==> src/tcc_pkg.sv <==
// Shared types, constants and command/status structs of the text console.
package tcc_pkg;

    localparam int DEF_COLUMNS  = 80;
    localparam int DEF_ROWS     = 25;
    localparam int DEF_TAB_STOP = 4;

    localparam int OP_W      = 2;
    localparam int CHAR_W    = 8;
    localparam int POS_W     = 8;
    localparam int COLOR_W   = 8;
    localparam int OUT_COL_W = 7;
    localparam int OUT_ROW_W = 5;
    localparam int OFFSET_W  = 11;
    localparam int CELL_W    = 16;

    localparam int APB_DATA_W = 32;
    localparam int PADDR_W    = 3;

    localparam logic [PADDR_W-3:0] REG_TEXT_COLOR   = '0;
    localparam logic [COLOR_W-1:0] TEXT_COLOR_RESET = 8'h0F;

    localparam logic [CHAR_W-1:0] CH_LF    = 8'h0A;
    localparam logic [CHAR_W-1:0] CH_CR    = 8'h0D;
    localparam logic [CHAR_W-1:0] CH_TAB   = 8'h09;
    localparam logic [CHAR_W-1:0] CH_BS    = 8'h08;
    localparam logic [CHAR_W-1:0] CH_BLANK = 8'h20;

    typedef enum logic [OP_W-1:0] {
        OP_PUT   = 2'd0,
        OP_CLEAR = 2'd1,
        OP_SET   = 2'd2,
        OP_READ  = 2'd3
    } tcc_op_t;

    typedef enum logic [2:0] {
        ST_INIT,
        ST_IDLE,
        ST_EXEC,
        ST_SCROLL,
        ST_FILL,
        ST_DONE
    } tcc_state_t;

    typedef struct packed {
        logic load_item;
        logic cur_update;
        logic home;
        logic ptr_clr;
        logic ptr_inc;
        logic wr_char;
        logic wr_copy;
        logic wr_fill;
        logic fill_zero;
        logic rd_cell;
        logic res_load;
    } tcc_cmd_t;

    typedef struct packed {
        tcc_op_t op;
        logic    is_char;
        logic    need_scroll;
        logic    ptr_copy_end;
        logic    ptr_end;
        logic    out_free;
    } tcc_stat_t;

endpackage

==> src/tcc_ctrl.sv <==
// Controller state machine sequencing item execution and screen store sweeps.
module tcc_ctrl (
    input  logic               clk,
    input  logic               rst_n,
    input  logic               in_valid,
    output logic               in_ready,
    input  tcc_pkg::tcc_stat_t stat,
    output tcc_pkg::tcc_cmd_t  cmd
);
    import tcc_pkg::*;

    tcc_state_t state_reg;
    tcc_state_t state_next;

    always_ff @(posedge clk or negedge rst_n)
    begin
        if (!rst_n)
        begin
            state_reg <= ST_INIT;
        end
        else
        begin
            state_reg <= state_next;
        end
    end

    always_comb
    begin
        state_next = state_reg;
        case (state_reg)
            ST_INIT:
            begin
                if (stat.ptr_end)
                begin
                    state_next = ST_IDLE;
                end
            end
            ST_IDLE:
            begin
                if (in_valid)
                begin
                    state_next = ST_EXEC;
                end
            end
            ST_EXEC:
            begin
                case (stat.op)
                    OP_PUT:   state_next = stat.need_scroll ? ST_SCROLL : ST_DONE;
                    OP_CLEAR: state_next = ST_FILL;
                    default:  state_next = ST_DONE;
                endcase
            end
            ST_SCROLL:
            begin
                if (stat.ptr_copy_end)
                begin
                    state_next = ST_FILL;
                end
            end
            ST_FILL:
            begin
                if (stat.ptr_end)
                begin
                    state_next = ST_DONE;
                end
            end
            ST_DONE:
            begin
                if (stat.out_free)
                begin
                    state_next = ST_IDLE;
                end
            end
            default:
            begin
                state_next = ST_INIT;
            end
        endcase
    end

    always_comb
    begin
        cmd      = '0;
        in_ready = 1'b0;
        case (state_reg)
            ST_INIT:
            begin
                cmd.wr_fill   = 1'b1;
                cmd.fill_zero = 1'b1;
                cmd.ptr_inc   = 1'b1;
            end
            ST_IDLE:
            begin
                in_ready      = 1'b1;
                cmd.load_item = in_valid;
            end
            ST_EXEC:
            begin
                case (stat.op)
                    OP_PUT:
                    begin
                        cmd.wr_char    = stat.is_char;
                        cmd.cur_update = 1'b1;
                        cmd.ptr_clr    = stat.need_scroll;
                    end
                    OP_CLEAR:
                    begin
                        cmd.home    = 1'b1;
                        cmd.ptr_clr = 1'b1;
                    end
                    OP_SET:
                    begin
                        cmd.cur_update = 1'b1;
                    end
                    default:
                    begin
                        cmd.rd_cell = 1'b1;
                    end
                endcase
            end
            ST_SCROLL:
            begin
                cmd.wr_copy = 1'b1;
                cmd.ptr_inc = 1'b1;
            end
            ST_FILL:
            begin
                cmd.wr_fill = 1'b1;
                cmd.ptr_inc = 1'b1;
            end
            ST_DONE:
            begin
                cmd.res_load = stat.out_free;
            end
            default:
            begin
                cmd = '0;
            end
        endcase
    end
endmodule

==> config.mk <==
export PLATFORM = sky130hd
export DESIGN_NAME = tcc_ctrl
export DESIGN_NICKNAME = d
export VERILOG_FILES = /design/src/tcc_pkg.sv /design/src/tcc_ctrl.sv
export SDC_FILE = /design/constraint.sdc
export NUM_CORES = 1
export LEC_CHECK = 0
export ABC_AREA = 1
export BUFFER_PORTS_ARGS = -buffer_cell sky130_fd_sc_hd__buf_4
export CORE_AREA = 2 2 39 41
export DETAILED_ROUTE_END_ITERATION = 8
export DIE_AREA = 0 0 41 43
export PLACE_DENSITY_LB_ADDON = 0.3
export SYNTH_ARGS = -nofsm -noshare
export SYNTH_HDL_FRONTEND = slang
export SYNTH_SLANG_ARGS = --single-unit
==> constraint.sdc <==
create_clock -name clk -period 1.45 [get_ports clk]
set_input_delay 0.145 -clock clk [delete_from_list [all_inputs] [get_ports clk]]
set_output_delay 0.145 -clock clk [all_outputs]
set_load 0.01 [all_outputs]
==> summary.md, run 1 <==
| Metric | Value |
|---|---|
| Layout cells sized above 1 | `41.2%` |
| Element type at the critical path end | `output pin` |
| Cell Int Power | `0.480 mW` |
| Final hold vios | `0` |
| Area Overhead vs Synth | `70.1%` |
| Max Clk Rate | `741 MHz` |
| Combinational share of power | `63.1%` |
| GRT Total Usage | `11.8%` |
| Worst Path Required | `1.31 ns` |
| Final cell count without fillers | `101` |
| Largest register FFs | `3` |
| Ant diodes | `0` |
| CTS buffer count | `3` |
| Sw Share | `47.2%` |
| Min-delay worst type | `primary input to flop` |
| Netlist cell types | `9` |
| Power Total | `0.909 mW` |
| Leading post-synthesis cells by cell area | `dfrtp_1, nor2_1, nand2_1` |
| Cell area after synthesis | `314 µm²` |
| Reg power frac | `around a fifth` |
| Max Slew Vio Count | `0` |
| IO Port Bufs | `21` |
| Status | `finished clean` |
| Die span in y | `~43 µm` |
| Net count after synthesis | `slightly below 70` |
| First-pass GRT wire length | `roughly 1400 µm` |
| Initial Util | `22.7%` |
| Kind of critical path | `flop to output pin` |
| Htree depth | `1` |
| Ys flop type | `dfrtp_1` |
| Clk network pwr share | `16.2%` |
| Post-route minimum period | `1.35 ns` |
| RePlAce Congestion | `between 0.7 and 0.8` |
| Detailed router's first-iteration violation count | `8` |
| TritonRoute pass-1 iters | `4` |
| Post-DP HPWL | `approximately 710 µm` |
| Post-synthesis sequential area ratio | `23.9%` |
| Tightest Pin Transition | `0.247 ns` |
| Startpoint Class | `flop` |
| Clk Tree Root Cell | `clkbuf_4` |
| Top cells by count, synth | `nor2_1, nand2_1, inv_1, nand3_1, nor2_2` |
| Largest net degree at the start of global routing | `8` |
| Syn avg cell area | `5.32 µm²` |
| Via density per instance | `~4.2` |
| Post-synthesis register bit count | `3` |
| DR vias | `422` |
| Maximum clock path buffer count | `2` |
| Chip Width | `41 µm` |
| Ys async rst share | `100%` |
| Pwr per Cell Area | `1700 nW/µm²` |
| Wirelength, routed | `between 800 and 900 µm` |
| Worst VDD drop | `846 µV` |
| Worst relative slew slack | `83.5%` |
| DRC viols | `0` |
| Post-route cell area | `534 µm²` |
| RSZ-0062 raised after global routing | `false` |
| Nets@finish | `96` |
| Total die area | `roughly 1800 µm²` |
| Post-CTS setup buffer count | `0` |
| CTS Sinks | `3` |
| CP max FO | `7` |
| Most numerous cell in the Yosys netlist | `nor2_1` |
| Final Core Density | `38.6%` |
| # rows | `14` |
| # IOs | `22` |
| Max-Cap Viols | `0` |
| CTS clk-pin slew, worst paths | `0.04 ns` |
| Core area | `about 1400 µm²` |
| Post-DRT Antenna Nets | `0` |
| Net Sw Power | `0.429 mW` |
| CP Data Arrival Time | `roughly 1.2 ns` |
| Clock latency on the worst-skew pair | `0.23 ns` |
| Skew final | `0.00549 ns` |
| Initial antenna violation count | `0` |
| Final clock period utilization by the worst path | `93.1%` |
| Yosys warning total | `0` |
| CTS tree | `built` |
| WL/cell | `between 8 and 9 µm` |
| EDFF count, synth | `0` |
| Post-Place Cells | `96` |
| Area after DPL | `492 µm²` |
| Top-area cell type share of the netlist area | `23.9%` |
| Synth area leader | `dfrtp_1` |
| Cells after synthesis | `59` |
| Count of final setup violators | `0` |
| Overflow after GRT | `0` |
| Setup TNS | `0 ns` |
| Number of global-route vias before repair | `367` |
| Leakage power | `0.315 nW` |
critical path, cell delays in order (launching register included):
cell and delay, ns:
dfrtp_1 0.45, inv_1 0.12, nand3_2 0.12, o21ai_1 0.15, buf_4 0.13
logic make-up (layout without fill, tap and decap cells):
family                 after synthesis  after routing  share of synthesized area, %
AOI/OAI and AO/OA                    3              3                          4.78
buffers and inverters               12             38                          14.3
DFF                                  3              3                          23.9
and+or+nand+nor                     41             41                          57.0
routing by layer:
metal | wire (µm) | track usage (%)
met5 | 0 | 0
met4 | 0 | 6.00
met3 | 41 | 4.71
met2 | 458 | 18.4
met1 | 389 | 13.0
worst paths after layout:
check,startpoint,end,slack (ns),depth (start not counted)
min in group asynchronous,rst_n,state_reg[0],0.24,2
setup / recovery,state_reg[0],cmd[7],0.10,4
hold reg to reg,state_reg[0],state_reg[0],0.63,2
hold / removal,stat[2],state_reg[1],0.15,4
max in group asynchronous,rst_n,state_reg[1],1.10,2
setup reg to reg,state_reg[2],state_reg[1],0.32,6
metrics by stage:
step                      hold slack [ns]  setup slack [ns]
after detailed placement          -0.0626             0.282
after global placement            -0.0623             0.284
after CTS                           0.152            0.0230
after global routing                0.183            0.0181
after floorplan                    -0.151             0.376
final                               0.153             0.101
cell usage in the layout, fill, tap and decap left out, drive strengths merged:
master / netlist / layout
nand3: 8 / 8
dlygate4sd3: 0 / 1
dfrtp: 3 / 3
inv: 12 / 12
buf: 0 / 21
nand2: 13 / 13
o21ai: 3 / 3
clkbuf: 0 / 4
nor2: 20 / 20
area by class of cell:
class | count | area [µm²]
timing repair buffer | 22 | 168
fill | 162 | 850
sequential | 3 | 76.3
inverter | 12 | 45.0
multi-input combinational | 44 | 199
tap | 16 | 20.0
clock buffer | 4 | 26.3
power by group through the flow:
| stage | clock network, mW | logic (mW) | registers, mW |
|---|---|---|---|
| after global placement | 0 | 0.567 | 0.179 |
| after CTS | 0.156 | 0.570 | 0.181 |
| after floorplan | 0 | 0.345 | 0.167 |
| after global routing | 0.164 | 0.637 | 0.191 |
| final | 0.147 | 0.574 | 0.188 |
| after detailed placement | 0 | 0.567 | 0.181 |
timing repair:
item / CTS / global route
resized for setup: 0 / 2
hold buffers: 1 / 0
endpoints found under the hold margin: 3 / 0
setup endpoints to repair: 0 / 1
(Power assumes the default switching activity.)
==> inputs of run 2 (changes only) <==
--- a/config.mk
+++ b/config.mk
@@ -6,10 +6,10 @@
 export NUM_CORES = 1
 export LEC_CHECK = 0
 export ABC_AREA = 1
-export BUFFER_PORTS_ARGS = -buffer_cell sky130_fd_sc_hd__buf_4
 export CORE_AREA = 2 2 39 41
 export DETAILED_ROUTE_END_ITERATION = 8
 export DIE_AREA = 0 0 41 43
+export DONT_BUFFER_PORTS = 1
 export PLACE_DENSITY_LB_ADDON = 0.3
 export SYNTH_ARGS = -nofsm -noshare
 export SYNTH_HDL_FRONTEND = slang
==> summary.md, run 2 (synthesized netlist as in run 1, its figures left out) <==
| Metric | Value |
|---|---|
| Status | `finished clean` |
| RePlAce Congestion | `~0.73` |
| Post-route cell area | `393 µm²` |
| Die span in y | `43 µm` |
| Commonest non-fill, non-tap cells in the layout | `nand2_1, nor2_1, inv_1` |
| CTS Sinks | `3` |
| First-pass GRT wire length | `1320 µm` |
| GRT Total Usage | `11.3%` |
| Nets@finish | `75` |
| CP max FO | `7` |
| R2R cell count | `7` |
| Kind of critical path | `flop to output pin` |
| Area Overhead vs Synth | `25.1%` |
| Core area | `1380 µm²` |
| Filler instances | `175` |
| Skew final | `about 0.00022 ns` |
| Post-DP HPWL | `632 µm` |
| WL/cell | `9.19 µm` |
| Count of final setup violators | `0` |
| DR vias | `around 350` |
| CP Data Arrival Time | `1.16 ns` |
| Hold path cells | `3` |
| Total die area | `1760 µm²` |
| Final hold vios | `0` |
| RSZ-0062 raised after global routing | `false` |
| Pwr per Cell Area | `1920 nW/µm²` |
| Setup TNS | `0 ns` |
| Wirelength, routed | `between 700 and 800 µm` |
| Startpoint Class | `flop` |
| Slowest cell on crit path | `dfrtp_2` |
| CTS clk-pin slew, worst paths | `0.04 ns` |
| Largest register FFs | `3` |
| Worst Path Required | `1.31 ns` |
| Maximum clock path buffer count | `2` |
| Most common cell after layout, fill and taps aside | `nand2_1` |
| Power Total | `0.756 mW` |
| Area of the multi-input gates | `215 µm²` |
| Detailed router's first-iteration violation count | `0` |
| Chip Width | `between 40 and 50 µm` |
| Number of global-route vias before repair | `331` |
| Leakage power | `0.212 nW` |
| Worst relative slew slack | `85.4%` |
| CTS tree | `built` |
| # IOs | `22` |
| Initial antenna violation count | `0` |
| Final Core Density | `28.4%` |
| Area after DPL | `around 330 µm²` |
| Clk Tree Root Cell | `clkbuf_4` |
| Post-DRT Antenna Nets | `0` |
| Largest net degree at the start of global routing | `8` |
| Clock latency on the worst-skew pair | `0.23 ns` |
| # rows | `14` |
| Critical path, cell by cell | `inv_1 -> nand3_2 -> o21ai_2` |
| Fin Hold WS | `0.0700 ns` |
| Max-Cap Viols | `0` |
| Post-route minimum period | `1.31 ns` |
| Via density per instance | `4.36` |
| TritonRoute pass-1 iters | `1` |
| Max Slew Vio Count | `0` |
| Initial Util | `22.7%` |
| CTS buffer count | `3` |
| Element type at the critical path end | `output pin` |
| Htree depth | `1` |
| CP max stage delay | `0.45 ns` |
| Worst VDD drop | `680 µV` |
| Max Clk Rate | `approximately 770 MHz` |
| IO Port Bufs | `0` |
| Tightest Pin Transition | `0.218 ns` |
| Overflow after GRT | `0` |
| Min-delay worst type | `primary input to flop` |
| Register area | `76.3 µm²` |
| Ant diodes | `0` |
| Final clock period utilization by the worst path | `90.1%` |
| DRC viols | `0` |
| Layout cells sized above 1 | `between 20% and 30%` |
[run 2: cell types whose count changed in the layout (fill, tap and decap cells not counted), sizes merged]
cell,change
buf,-21
[run 2: cell type report]
| cell class | instances | share of cell area, % |
|---|---|---|
| flip-flops and latches | 3 | 19.4 |
| clock buffers | 4 | 6.69 |
| inverters | 12 | 11.5 |
| repair buffers | 1 | 2.55 |
| well taps | 16 | 5.10 |
| multi-input cells | 44 | 54.8 |
[run 2: critical path, delay by kind of cell, from the launching register on]
kind / cells / cell delay (ns)
DFF: 1 / 0.45
AOI/OAI and AO/OA: 1 / 0.23
and+or+nand+nor: 1 / 0.14
buffers and inverters: 1 / 0.10
[run 2: worst paths after layout]
check / start / end / slack, ns
max reg2reg: state_reg[1] / state_reg[0] / 0.30
max: state_reg[0] / cmd[7] / 0.14
max in group asynchronous: rst_n / state_reg[0] / 1.14
min in group asynchronous: rst_n / state_reg[1] / 0.16
min reg2reg: state_reg[0] / state_reg[0] / 0.59
min: stat[2] / state_reg[1] / 0.07
[run 2: what timing repair did]
action                                 CTS  global route
endpoints found under the hold margin    3             0
hold buffers                             1             0
setup buffers                            0             0
setup endpoints to repair                0             4
gates resized for setup                  0             7
[run 2: stage by stage]
step                      setup WS (ns)  std cells
after floorplan                   0.376         59
after global placement            0.275         75
after global routing             0.0416         80
after detailed placement          0.272         75
after CTS                        0.0595         80
final                             0.143         80
[run 2: where the power goes]
group | switching (mW) | leakage (nW) | internal (mW) | total, mW
Clock | 0.0428 | 0.0150 | 0.103 | 0.146
Combinational | 0.286 | 0.160 | 0.132 | 0.418
Sequential | 0.0685 | 0.0370 | 0.124 | 0.193
Total | 0.397 | 0.212 | 0.359 | 0.756
[run 2: per-layer routing]
metal | global-route usage (%) | share of wire (%) | routed length, µm
met4 | 8.00 | 2.3 | 17
met2 | 15.3 | 50 | 370
met1 | 14.0 | 39 | 287
met3 | 4.19 | 8.2 | 60
met5 | 0 | 0 | 0
