==> config.mk <==
export PLATFORM = sky130hd
export DESIGN_NAME = tcc_cfg
export DESIGN_NICKNAME = d
export VERILOG_FILES = /design/src/tcc_pkg.sv /design/src/tcc_cfg.sv
export SDC_FILE = /design/constraint.sdc
export NUM_CORES = 1
export LEC_CHECK = 0
export ABC_CLOCK_PERIOD_IN_PS = 2760
export CORE_MARGIN = 8
export CORE_UTILIZATION = 40
export DETAILED_ROUTE_END_ITERATION = 12
export DONT_BUFFER_PORTS = 1
export SLEW_MARGIN = 40
export SYNTH_ARGS = -nofsm -noshare
export SYNTH_HDL_FRONTEND = slang
export SYNTH_SLANG_ARGS = --single-unit
==> constraint.sdc <==
create_clock -name clk -period 2.76 [get_ports clk]
set_clock_uncertainty 0.2 [all_clocks]
set_input_delay 0.138 -clock clk [delete_from_list [all_inputs] [get_ports clk]]
set_output_delay 0.138 -clock clk [all_outputs]
set_load 0.01 [all_outputs]
==> src/tcc_pkg.sv <==
// Shared types, constants and command/status structs of the text console.
package tcc_pkg;

    localparam int DEF_COLUMNS  = 80;
    localparam int DEF_ROWS     = 25;
    localparam int DEF_TAB_STOP = 4;

    localparam int OP_W      = 2;
    localparam int CHAR_W    = 8;
    localparam int POS_W     = 8;
    localparam int COLOR_W   = 8;
    localparam int OUT_COL_W = 7;
    localparam int OUT_ROW_W = 5;
    localparam int OFFSET_W  = 11;
    localparam int CELL_W    = 16;

    localparam int APB_DATA_W = 32;
    localparam int PADDR_W    = 3;

    localparam logic [PADDR_W-3:0] REG_TEXT_COLOR   = '0;
    localparam logic [COLOR_W-1:0] TEXT_COLOR_RESET = 8'h0F;

    localparam logic [CHAR_W-1:0] CH_LF    = 8'h0A;
    localparam logic [CHAR_W-1:0] CH_CR    = 8'h0D;
    localparam logic [CHAR_W-1:0] CH_TAB   = 8'h09;
    localparam logic [CHAR_W-1:0] CH_BS    = 8'h08;
    localparam logic [CHAR_W-1:0] CH_BLANK = 8'h20;

    typedef enum logic [OP_W-1:0] {
        OP_PUT   = 2'd0,
        OP_CLEAR = 2'd1,
        OP_SET   = 2'd2,
        OP_READ  = 2'd3
    } tcc_op_t;

    typedef enum logic [2:0] {
        ST_INIT,
        ST_IDLE,
        ST_EXEC,
        ST_SCROLL,
        ST_FILL,
        ST_DONE
    } tcc_state_t;

    typedef struct packed {
        logic load_item;
        logic cur_update;
        logic home;
        logic ptr_clr;
        logic ptr_inc;
        logic wr_char;
        logic wr_copy;
        logic wr_fill;
        logic fill_zero;
        logic rd_cell;
        logic res_load;
    } tcc_cmd_t;

    typedef struct packed {
        tcc_op_t op;
        logic    is_char;
        logic    need_scroll;
        logic    ptr_copy_end;
        logic    ptr_end;
        logic    out_free;
    } tcc_stat_t;

endpackage

==> src/tcc_cfg.sv <==
// APB register file holding the text color attribute.
module tcc_cfg (
    input  logic                           clk,
    input  logic                           rst_n,
    input  logic                           psel,
    input  logic                           penable,
    input  logic                           pwrite,
    input  logic [tcc_pkg::PADDR_W-1:0]    paddr,
    input  logic [tcc_pkg::APB_DATA_W-1:0] pwdata,
    output logic [tcc_pkg::APB_DATA_W-1:0] prdata,
    output logic                           pready,
    output logic [tcc_pkg::COLOR_W-1:0]    text_color
);
    import tcc_pkg::*;

    logic [COLOR_W-1:0] color_reg;
    logic               hit;
    logic               wr_en;

    assign hit    = paddr[PADDR_W-1:2] == REG_TEXT_COLOR;
    assign wr_en  = psel && penable && pwrite && hit;
    assign pready = 1'b1;

    always_ff @(posedge clk or negedge rst_n)
    begin
        if (!rst_n)
        begin
            color_reg <= TEXT_COLOR_RESET;
        end
        else if (wr_en)
        begin
            color_reg <= pwdata[COLOR_W-1:0];
        end
    end

    always_comb
    begin
        prdata = '0;
        if (psel && hit)
        begin
            prdata = {{(APB_DATA_W-COLOR_W){1'b0}}, color_reg};
        end
    end

    assign text_color = color_reg;
endmodule

==> results of run 1 <==
placed cells by master, fill, tap and decap left out:
master	synthesis	layout
clkbuf_4	0	3
and2_1	8	8
mux2_2	8	8
nand4b_4	1	1
clkbuf_1	0	1
dfrtp_1	4	4
dfstp_2	4	4
and2b_2	1	1
conb_1	2	25
dlygate4sd3_1	0	9
report_power, final:
group          leakage (nW)  switching, mW  internal [mW]
Clock                0.0150         0.0408         0.0554
Sequential           0.0900         0.0343          0.154
Combinational         0.198         0.0368         0.0339
Total                 0.303          0.112          0.243
metrics by stage:
stage	utilization	area (sq um)	hold WS, ps	power, mW	cells
global placement	0.3723	490.5	-357.3	0.2468	66
detailed placement	0.3723	490.5	-357.3	0.2492	66
CTS	0.4606	606.8	8.434	0.3606	79
global route	0.4606	606.8	3.811	0.3808	79
floorplan	-	659.4	-357.6	0.2622	76
finish	0.4606	606.8	5.957	0.3549	79
layout make-up:
type	instances	area, sq um	area share
Clock buffer	4	26.28	0.04330
Multi-Input combinational cell	43	266.5	0.4392
Sequential cell	8	205.2	0.3381
Tap cell	15	18.77	0.03093
Timing Repair Buffer	9	90.09	0.1485
per-layer routing:
metal,share of wire,up-vias
met3,0.21,0
met1,0.28,153
met2,0.50,37
met4,0,0
met5,0,-
li1,-,139
cell families after synthesis:
group / Yosys count
and+or+nand+nor: 10
muxes: 8
buffers and inverters: 25
DFF: 8
other: 2
worst max-delay path by stage:
stage,from,endpoint,slack (ps)
3_3_place_gp,text_color[3],prdata[3],1670
6_report,text_color[1],prdata[1],1410
5_1_grt,text_color[1],prdata[1],1350
4_1_cts,text_color[3],prdata[3],1390
2_1_floorplan,text_color[0],prdata[0],1720
3_5_place_dp,text_color[3],prdata[3],1670
==> impl_metrics.yaml, run 1 <==
clock_network:
  post_cts_hold_buffer_count: 9
  root_buffer: "clkbuf_4"
  cts.clk_slew.worst_paths_ps: 60
  clock_tree.buffer_depth: 2
  post_cts.resized_instances: 0
  cts_htree_levels: 1
  clkLatencyLatePin_ps: 250
  cts_post_setup_buffers_inserted: 0
  tritoncts: "built"
  number_of_clock_sinks: 8
  cts_buffers: 3
logic_synthesis:
  ys_types: 8
  synth_area_per_cell_sq_um: 10.81
  synth_edf_count: 0
  synth_compound_gate_area_share: 0
  post_synth_xor_area_fraction: 0
  netlist.area_leader.share: 0.3275
  async_flop_share: 1.000
  synth_mux_area_frac: 0.1572
  synthSimpleGateAreaFrac: 0.1441
  ys_seq_elements: 8
  syn_area_sq_um: 573.1
  synth_fa_ha_area_frac: 0
  synth.most_common_cell: "buf_4"
  synthesis.yosys.warnings: 0
  ys_top_cells_by_count: "25 x buf_4, 8 x and2_1, 8 x mux2_2, 4 x dfrtp_1, 4 x dfstp_2"
  yosys-top-cells-area: "buf_4 33%, dfstp_2 18%, dfrtp_1 17%"
  postSynthCellCount: 53
  synth_largest_area_cell: "buf_4"
  synth_top_family_by_area: "buffers and inverters"
  ys_seq_area_frac: 0.3581
  synth_flop_cell: "dfstp_2"
floorplanning:
  die_x_um: 53.85
  chipHeight_um: 53.85
  floorplan.die_area_sq_um: 2900
  floorplan.io_pins: 81
  initial_utilization: 0.4349
  core_region_area_sq_um: 1318
  placementRows: 13
setup_path:
  setup.reg_to_reg.worst_slack_ps: 1740
  timing.critical_path.to_type: "primary output"
  worstPathBufferInverterCount: 0
  worst-path-max-fanout: 3
  cpPeakStageDelay_ps: 560
  worst-endpoint-arrival_ps: 1010
  cell_family_with_most_cp_delay: "flip-flops"
  crit_type: "flop to primary output"
  cpMaxStageDelayCell: "dfstp_2"
  regToRegEndpoint: "text_color[7]"
  path_cells: "and2_1"
  crit_path_start_kind: "flop"
  worstPathRequired_ps: 2420
  worst_case_reg_to_reg_path_depth: 1
  cp_num_cells: 1
  worst_r2r_startpoint: "text_color[7]"
global_routing:
  vias_in_the_first_global_route: 336
  grt_max_degree: 9
  grt_antenna_before_repair: 0
  met3_routing_resource_usage_after_global_routing: 0.06336
  grt_most_used_layer: "met2"
  grt.met2_usage: 0.1409
  groute.layer.met1.usage: 0.05732
  grt_util_all_layers: 0.07829
  global_route_wire_length_before_repair_mm: 1.587
  overflow: 0
hold_path:
  holdCritStartpoint: "psel"
  timing.hold.worst.class: "input port to flop"
  timing.hold.worst_endpoint: "text_color[5]"
  hold_depth: 2
power:
  power_density_nw_per_um2: 584.8
  ir_drop_mv: 0.3199
  static-leakage-power_nw: 0.3025
placed_design:
  numPortBuffers: 0
  dpl.hpwl_um: 985.7
  pre_cts_ws_ps: 1668
  finalWeightedCongestion: 0.5781
route:
  number_of_optimization_iterations_in_the_first_detailed_route_pass: 2
  drt_iter0_markers: 2
  drt_drc_violations_left: 0
  detail_route.wirelength_mm: 1.236
  detail_route.vias_per_cell: 4.165
  antenna_violating_nets_post_route: 0
  post_drt_wl_per_cell_um: 15.65
  detailroute.via_count: 329
cells_and_area:
  fillCellCount: 131
  syn_to_final_growth_pct: 5.895
  drive_above_1_share: 0.2656
  largest_register_ff_count: 8
  diodes: 0
  finish.net_count: 105
sta:
  rsz0062_at_grt: "false"
  number_of_hold_slack_violations_in_the_final_timing_report: 0
  timing.setup.tns_ps: 0
  max_clock_freq_ghz: 0.7431
  final.setup.worst_slack_ps: 1414
  final_period_minus_worst_setup_slack_ps: 1346
  finalMaxSlewViolations: 0
  timing.final.setup_violations: 0
  period_share: 0.4876
run_status:
  status: "completed"
job:
  max_cap_violations: 0
(Power assumes the default switching activity.)
==> inputs of run 2 (changes only) <==
--- a/config.mk
+++ b/config.mk
@@ -5,7 +5,7 @@
 export SDC_FILE = /design/constraint.sdc
 export NUM_CORES = 1
 export LEC_CHECK = 0
-export ABC_CLOCK_PERIOD_IN_PS = 2760
+export ABC_CLOCK_PERIOD_IN_PS = 1400
 export CORE_MARGIN = 8
 export CORE_UTILIZATION = 40
 export DETAILED_ROUTE_END_ITERATION = 12
==> constraint.sdc (replaced) <==
create_clock -name clk -period 1.4 [get_ports clk]
set_clock_uncertainty 0.2 [all_clocks]
set_input_delay 0.07 -clock clk [delete_from_list [all_inputs] [get_ports clk]]
set_output_delay 0.07 -clock clk [all_outputs]
set_load 0.01 [all_outputs]
==> run 2 against run 1 <==
Net effect: power is 100% higher; first-iteration DRC count is 50% lower; final cell count is 6.3% higher; routed wire length is 10% higher; sequential power is 97% higher; critical endpoint unchanged; via count is 5.5% higher.
==> impl_metrics.yaml, run 2 (synthesis gave the netlist of run 1 again) <==
placed_design:
  dpl.hpwl_um: 985.7
  pre_cts_ws_ps: 376.0
  numPortBuffers: 0
  finalWeightedCongestion: 0.5781
setup_path:
  worst_case_reg_to_reg_path_depth: 1
  cpMaxStageDelayCell: "dfstp_2"
  setup.worst_path.start: "text_color[1]"
  worstPathRequired_ps: 1130
  worst-endpoint-arrival_ps: 1010
  crit_type: "flop to primary output"
  worst-path-max-fanout: 3
  crit_path_start_kind: "flop"
  setup.reg_to_reg.worst_slack_ps: 380
  cell_family_with_most_cp_delay: "flip-flops"
  path_cells: "and2_1"
  worstPathBufferInverterCount: 0
  cpPeakStageDelay_ps: 570
  regToRegEndpoint: "text_color[7]"
  timing.critical_path.to_type: "primary output"
  worst_r2r_startpoint: "text_color[7]"
global_routing:
  grt_antenna_before_repair: 0
  grt_max_degree: 9
  vias_in_the_first_global_route: 371
  overflow: 0
  global_route_wire_length_before_repair_mm: 1.807
  grt_util_all_layers: 0.08939
hold_path:
  hold_depth: 2
  holdCritStartpoint: "pwdata[5]"
  timing.hold.worst_endpoint: "text_color[5]"
  timing.hold.worst.class: "input port to flop"
cells_and_area:
  final_common_cell: "conb_1"
  util_after_layout: 0.4986
  most-common-layout-cells: "25 x conb_1, 14 x dlygate4sd3_1, 8 x and2_1, 8 x mux2_2"
  largest_register_ff_count: 8
  syn_to_final_growth_pct: 14.63
  diodes: 0
  drive_above_1_share: 0.2464
  fillCellCount: 125
  finish.net_count: 110
clock_network:
  tritoncts: "built"
  clkLatencyLatePin_ps: 250
  root_buffer: "clkbuf_4"
  number_of_clock_sinks: 8
  cts_buffers: 3
  post_cts.resized_instances: 0
  cts.clk_slew.worst_paths_ps: 60
  cts_htree_levels: 1
  clock_tree.buffer_depth: 2
  cts_post_setup_buffers_inserted: 0
sta:
  rsz0062_at_grt: "false"
  worst_hold_slack_ps: 292.6
  timing.setup.tns_ps: 0
  number_of_hold_slack_violations_in_the_final_timing_report: 0
  final.setup.worst_slack_ps: 120.6
  period_share: 0.9139
  max_clock_freq_ghz: 0.7816
  finalMaxSlewViolations: 0
  timing.final.setup_violations: 0
  final_period_minus_worst_setup_slack_ps: 1279
floorplanning:
  floorplan.io_pins: 81
  die_x_um: 53.85
  chipHeight_um: 53.85
  floorplan.die_area_sq_um: 2900
  core_region_area_sq_um: 1318
  placementRows: 13
  initial_utilization: 0.4349
route:
  number_of_optimization_iterations_in_the_first_detailed_route_pass: 2
  drt_iter0_markers: 1
  drt_drc_violations_left: 0
  post_drt_wl_per_cell_um: 16.20
  antenna_violating_nets_post_route: 0
  detail_route.wirelength_mm: 1.361
  detail_route.vias_per_cell: 4.131
  detailroute.via_count: 347
power:
  static-leakage-power_nw: 0.3234
  ir_drop_mv: 0.6316
  power_density_nw_per_um2: 1089
run_status:
  status: "completed"
job:
  max_cap_violations: 0
==> run 2: cell count changes in the layout (fill, tap and decap cells not counted) <==
| cell | previous run | this run |
|---|---|---|
| dlygate4sd3_1 | 9 | 14 |
==> run 2: routing by layer <==
| metal | track usage | wire length, um |
|---|---|---|
| met5 | 0 | 0 |
| met1 | 0.07325 | 431 |
| met3 | 0.05785 | 213 |
| met2 | 0.1641 | 716 |
| met4 | 0.03782 | 0 |
==> run 2: worst max path at each step <==
stage / cells after the start / to / slack, ps
final: 1 / prdata[1] / 120
after floorplan: 1 / text_color[4] / 420
after detailed placement: 1 / prdata[3] / 380
after global placement: 1 / prdata[3] / 380
after global routing: 1 / prdata[1] / 60
after CTS: 1 / prdata[3] / 90
==> run 2: where the power goes <==
| part | switching [mW] | internal [mW] |
|---|---|---|
| Sequential | 0.0682 | 0.303 |
| Combinational | 0.0782 | 0.0762 |
| Clock | 0.0803 | 0.109 |
==> run 2: per-stage QoR <==
step                total power [mW]  area [sq um]  std cells
detailed placement            0.4914         490.5         66
global placement              0.4866         490.5         66
floorplan                     0.5168         659.4         76
finish                        0.7151         656.9         84
global route                  0.7665         656.9         84
CTS                           0.7244         656.9         84
==> run 2: layout make-up <==
type	instances	area, sq um	area share
clock buffers	4	26.28	0.04000
multi-input cells	43	266.5	0.4057
flip-flops and latches	8	205.2	0.3124
well taps	15	18.77	0.02857
repair buffers	14	140.1	0.2133
==> run 2: repair_timing <==
item                                   CTS  global route
endpoints found under the hold margin   16             0
setup endpoints to repair                0             0
hold buffers                            14             0
==> inputs of run 3 (changes only) <==
--- a/config.mk
+++ b/config.mk
@@ -5,7 +5,7 @@
 export SDC_FILE = /design/constraint.sdc
 export NUM_CORES = 1
 export LEC_CHECK = 0
-export ABC_CLOCK_PERIOD_IN_PS = 1400
+export ABC_CLOCK_PERIOD_IN_PS = 1570
 export CORE_MARGIN = 8
 export CORE_UTILIZATION = 40
 export DETAILED_ROUTE_END_ITERATION = 12
==> constraint.sdc (replaced) <==
create_clock -name clk -period 1.57 [get_ports clk]
set_clock_uncertainty 0.2 [all_clocks]
set_input_delay 0.0785 -clock clk [delete_from_list [all_inputs] [get_ports clk]]
set_output_delay 0.0785 -clock clk [all_outputs]
set_load 0.01 [all_outputs]
==> run 3 against run 2 <==
Net effect: first-iteration DRC count decreased by 100%; clock power decreased by 8%; highest routed layer unchanged; non-clock buffer count increased by 1.
==> impl_metrics.yaml, run 3 (synthesis gave the netlist of run 1 again) <==
clock_network:
  root_buffer: "clkbuf_4"
  post_cts.resized_instances: 0
  clkLatencyLatePin_ps: 250
  cts_post_setup_buffers_inserted: 0
  cts_htree_levels: 1
  cts.clk_slew.worst_paths_ps: 60
  tritoncts: "built"
  cts_buffers: 3
  clock_tree.buffer_depth: 2
  number_of_clock_sinks: 8
  post_cts_hold_buffer_count: 15
route:
  met2_wirelength_um: 646
  highest_layer: "met3"
  detailroute.via_count: 349
  drt_drc_violations_left: 0
  detail_route.vias_per_cell: 4.106
  met3_length_um: 286
  drt_iter0_markers: 0
  number_of_optimization_iterations_in_the_first_detailed_route_pass: 1
  routedLengthMet1_um: 369
  detail_route.wirelength_mm: 1.302
  antenna_violating_nets_post_route: 0
  post_drt_wl_per_cell_um: 15.32
sta:
  number_of_hold_slack_violations_in_the_final_timing_report: 0
  max_clock_freq_ghz: 0.6549
  timing.final.setup_violations: 0
  rsz0062_at_grt: "false"
  final_period_minus_worst_setup_slack_ps: 1527
  timing.setup.tns_ps: 0
  period_share: 0.9725
  final.setup.worst_slack_ps: 43.15
  finalMaxSlewViolations: 0
setup_path:
  cell_family_with_most_cp_delay: "flip-flops"
  timing.critical_path.to_type: "flop"
  worstPathBufferInverterCount: 1
  crit_type: "flop to flop"
  worstPathRequired_ps: 1560
  path_cells: "mux2_2, dlygate4sd3_1"
  worst-endpoint-arrival_ps: 1520
  crit_path_start_kind: "flop"
  cpPeakStageDelay_ps: 560
  cpMaxStageDelayCell: "dfstp_2"
  worst-path-max-fanout: 3
cells_and_area:
  most-common-layout-cells: "25 x conb_1, 15 x dlygate4sd3_1, 8 x and2_1, 8 x mux2_2"
  drive_above_1_share: 0.2429
  syn_to_final_growth_pct: 16.38
  layout.cells.non_filler: 85
  largest_register_ff_count: 8
  diodes: 0
  finish.net_count: 111
  final_common_cell: "conb_1"
power:
  switchingPower_uw: 208.8
  ir_drop_mv: 0.5324
  internal-power_uw: 457.8
  switching_share: 0.3132
  comb_power_share: 0.242
  power.share.sequential: 0.496
  clockPowerShare: 0.261
  static-leakage-power_nw: 0.3267
  power_density_nw_per_um2: 999.6
floorplanning:
  chipHeight_um: 53.85
  die_x_um: 53.85
  initial_utilization: 0.4349
  placementRows: 13
  floorplan.io_pins: 81
  core_region_area_sq_um: 1318
  floorplan.die_area_sq_um: 2900
job:
  max_cap_violations: 0
placed_design:
  numPortBuffers: 0
  finalWeightedCongestion: 0.5781
  dp.cells: 66
  pre_cts_ws_ps: 537.5
  dpl.hpwl_um: 985.7
global_routing:
  grt_max_degree: 9
  grt_util_all_layers: 0.08384
  vias_in_the_first_global_route: 367
  grt_antenna_before_repair: 0
  overflow: 0
  global_route_wire_length_before_repair_mm: 1.718
hold_path:
  timing.hold.worst.class: "input port to flop"
run_status:
  status: "completed"
[run 3: cell types whose count changed in the layout (fill, tap and decap cells not counted)]
cell	before	now
dlygate4sd3_1	14	15
[run 3: through the flow]
stage	total power [mW]	hold WS (ps)	utilization	area, sq um
after floorplan	0.4609	-417.1	-	659.4
after global placement	0.4339	-416.8	0.3723	490.5
after detailed placement	0.4381	-416.8	0.3723	490.5
after CTS	0.6688	292.9	0.5062	666.9
after global routing	0.7113	284.7	0.5062	666.9
final	0.6667	298.1	0.5062	666.9
[run 3: routing by layer]
metal	up-vias	global-route usage
met5	-	0
met4	0	0.03782
met3	0	0.07163
met2	37	0.1486
met1	161	0.06210
li1	151	-
[run 3: path summary, 6_finish.rpt]
kind,slack [ps],endpoint,from,cells past startpoint
max,40,text_color[0],text_color[0],2
min,300,text_color[5],pwdata[5],2
max reg2reg,40,text_color[0],text_color[0],2
min reg2reg,410,text_color[6],text_color[6],1
max in group asynchronous,370,text_color[0],rst_n,2
min in group asynchronous,490,text_color[4],rst_n,2
[run 3: final cells by class]
| cell class | instances | area, sq um |
|---|---|---|
| Clock buffer | 4 | 26.28 |
| Fill cell | 123 | 650.6 |
| Multi-Input combinational cell | 43 | 266.5 |
| Sequential cell | 8 | 205.2 |
| Tap cell | 15 | 18.77 |
| Timing Repair Buffer | 15 | 150.1 |
[run 3: power by group through the flow]
stage                     Combinational, mW  Sequential [mW]  Clock, mW
final                                 0.162            0.331      0.174
after global routing                  0.176            0.339      0.197
after CTS                             0.158            0.333      0.178
after detailed placement              0.102            0.336          0
after global placement                0.100            0.334          0
after floorplan                       0.140            0.321          0
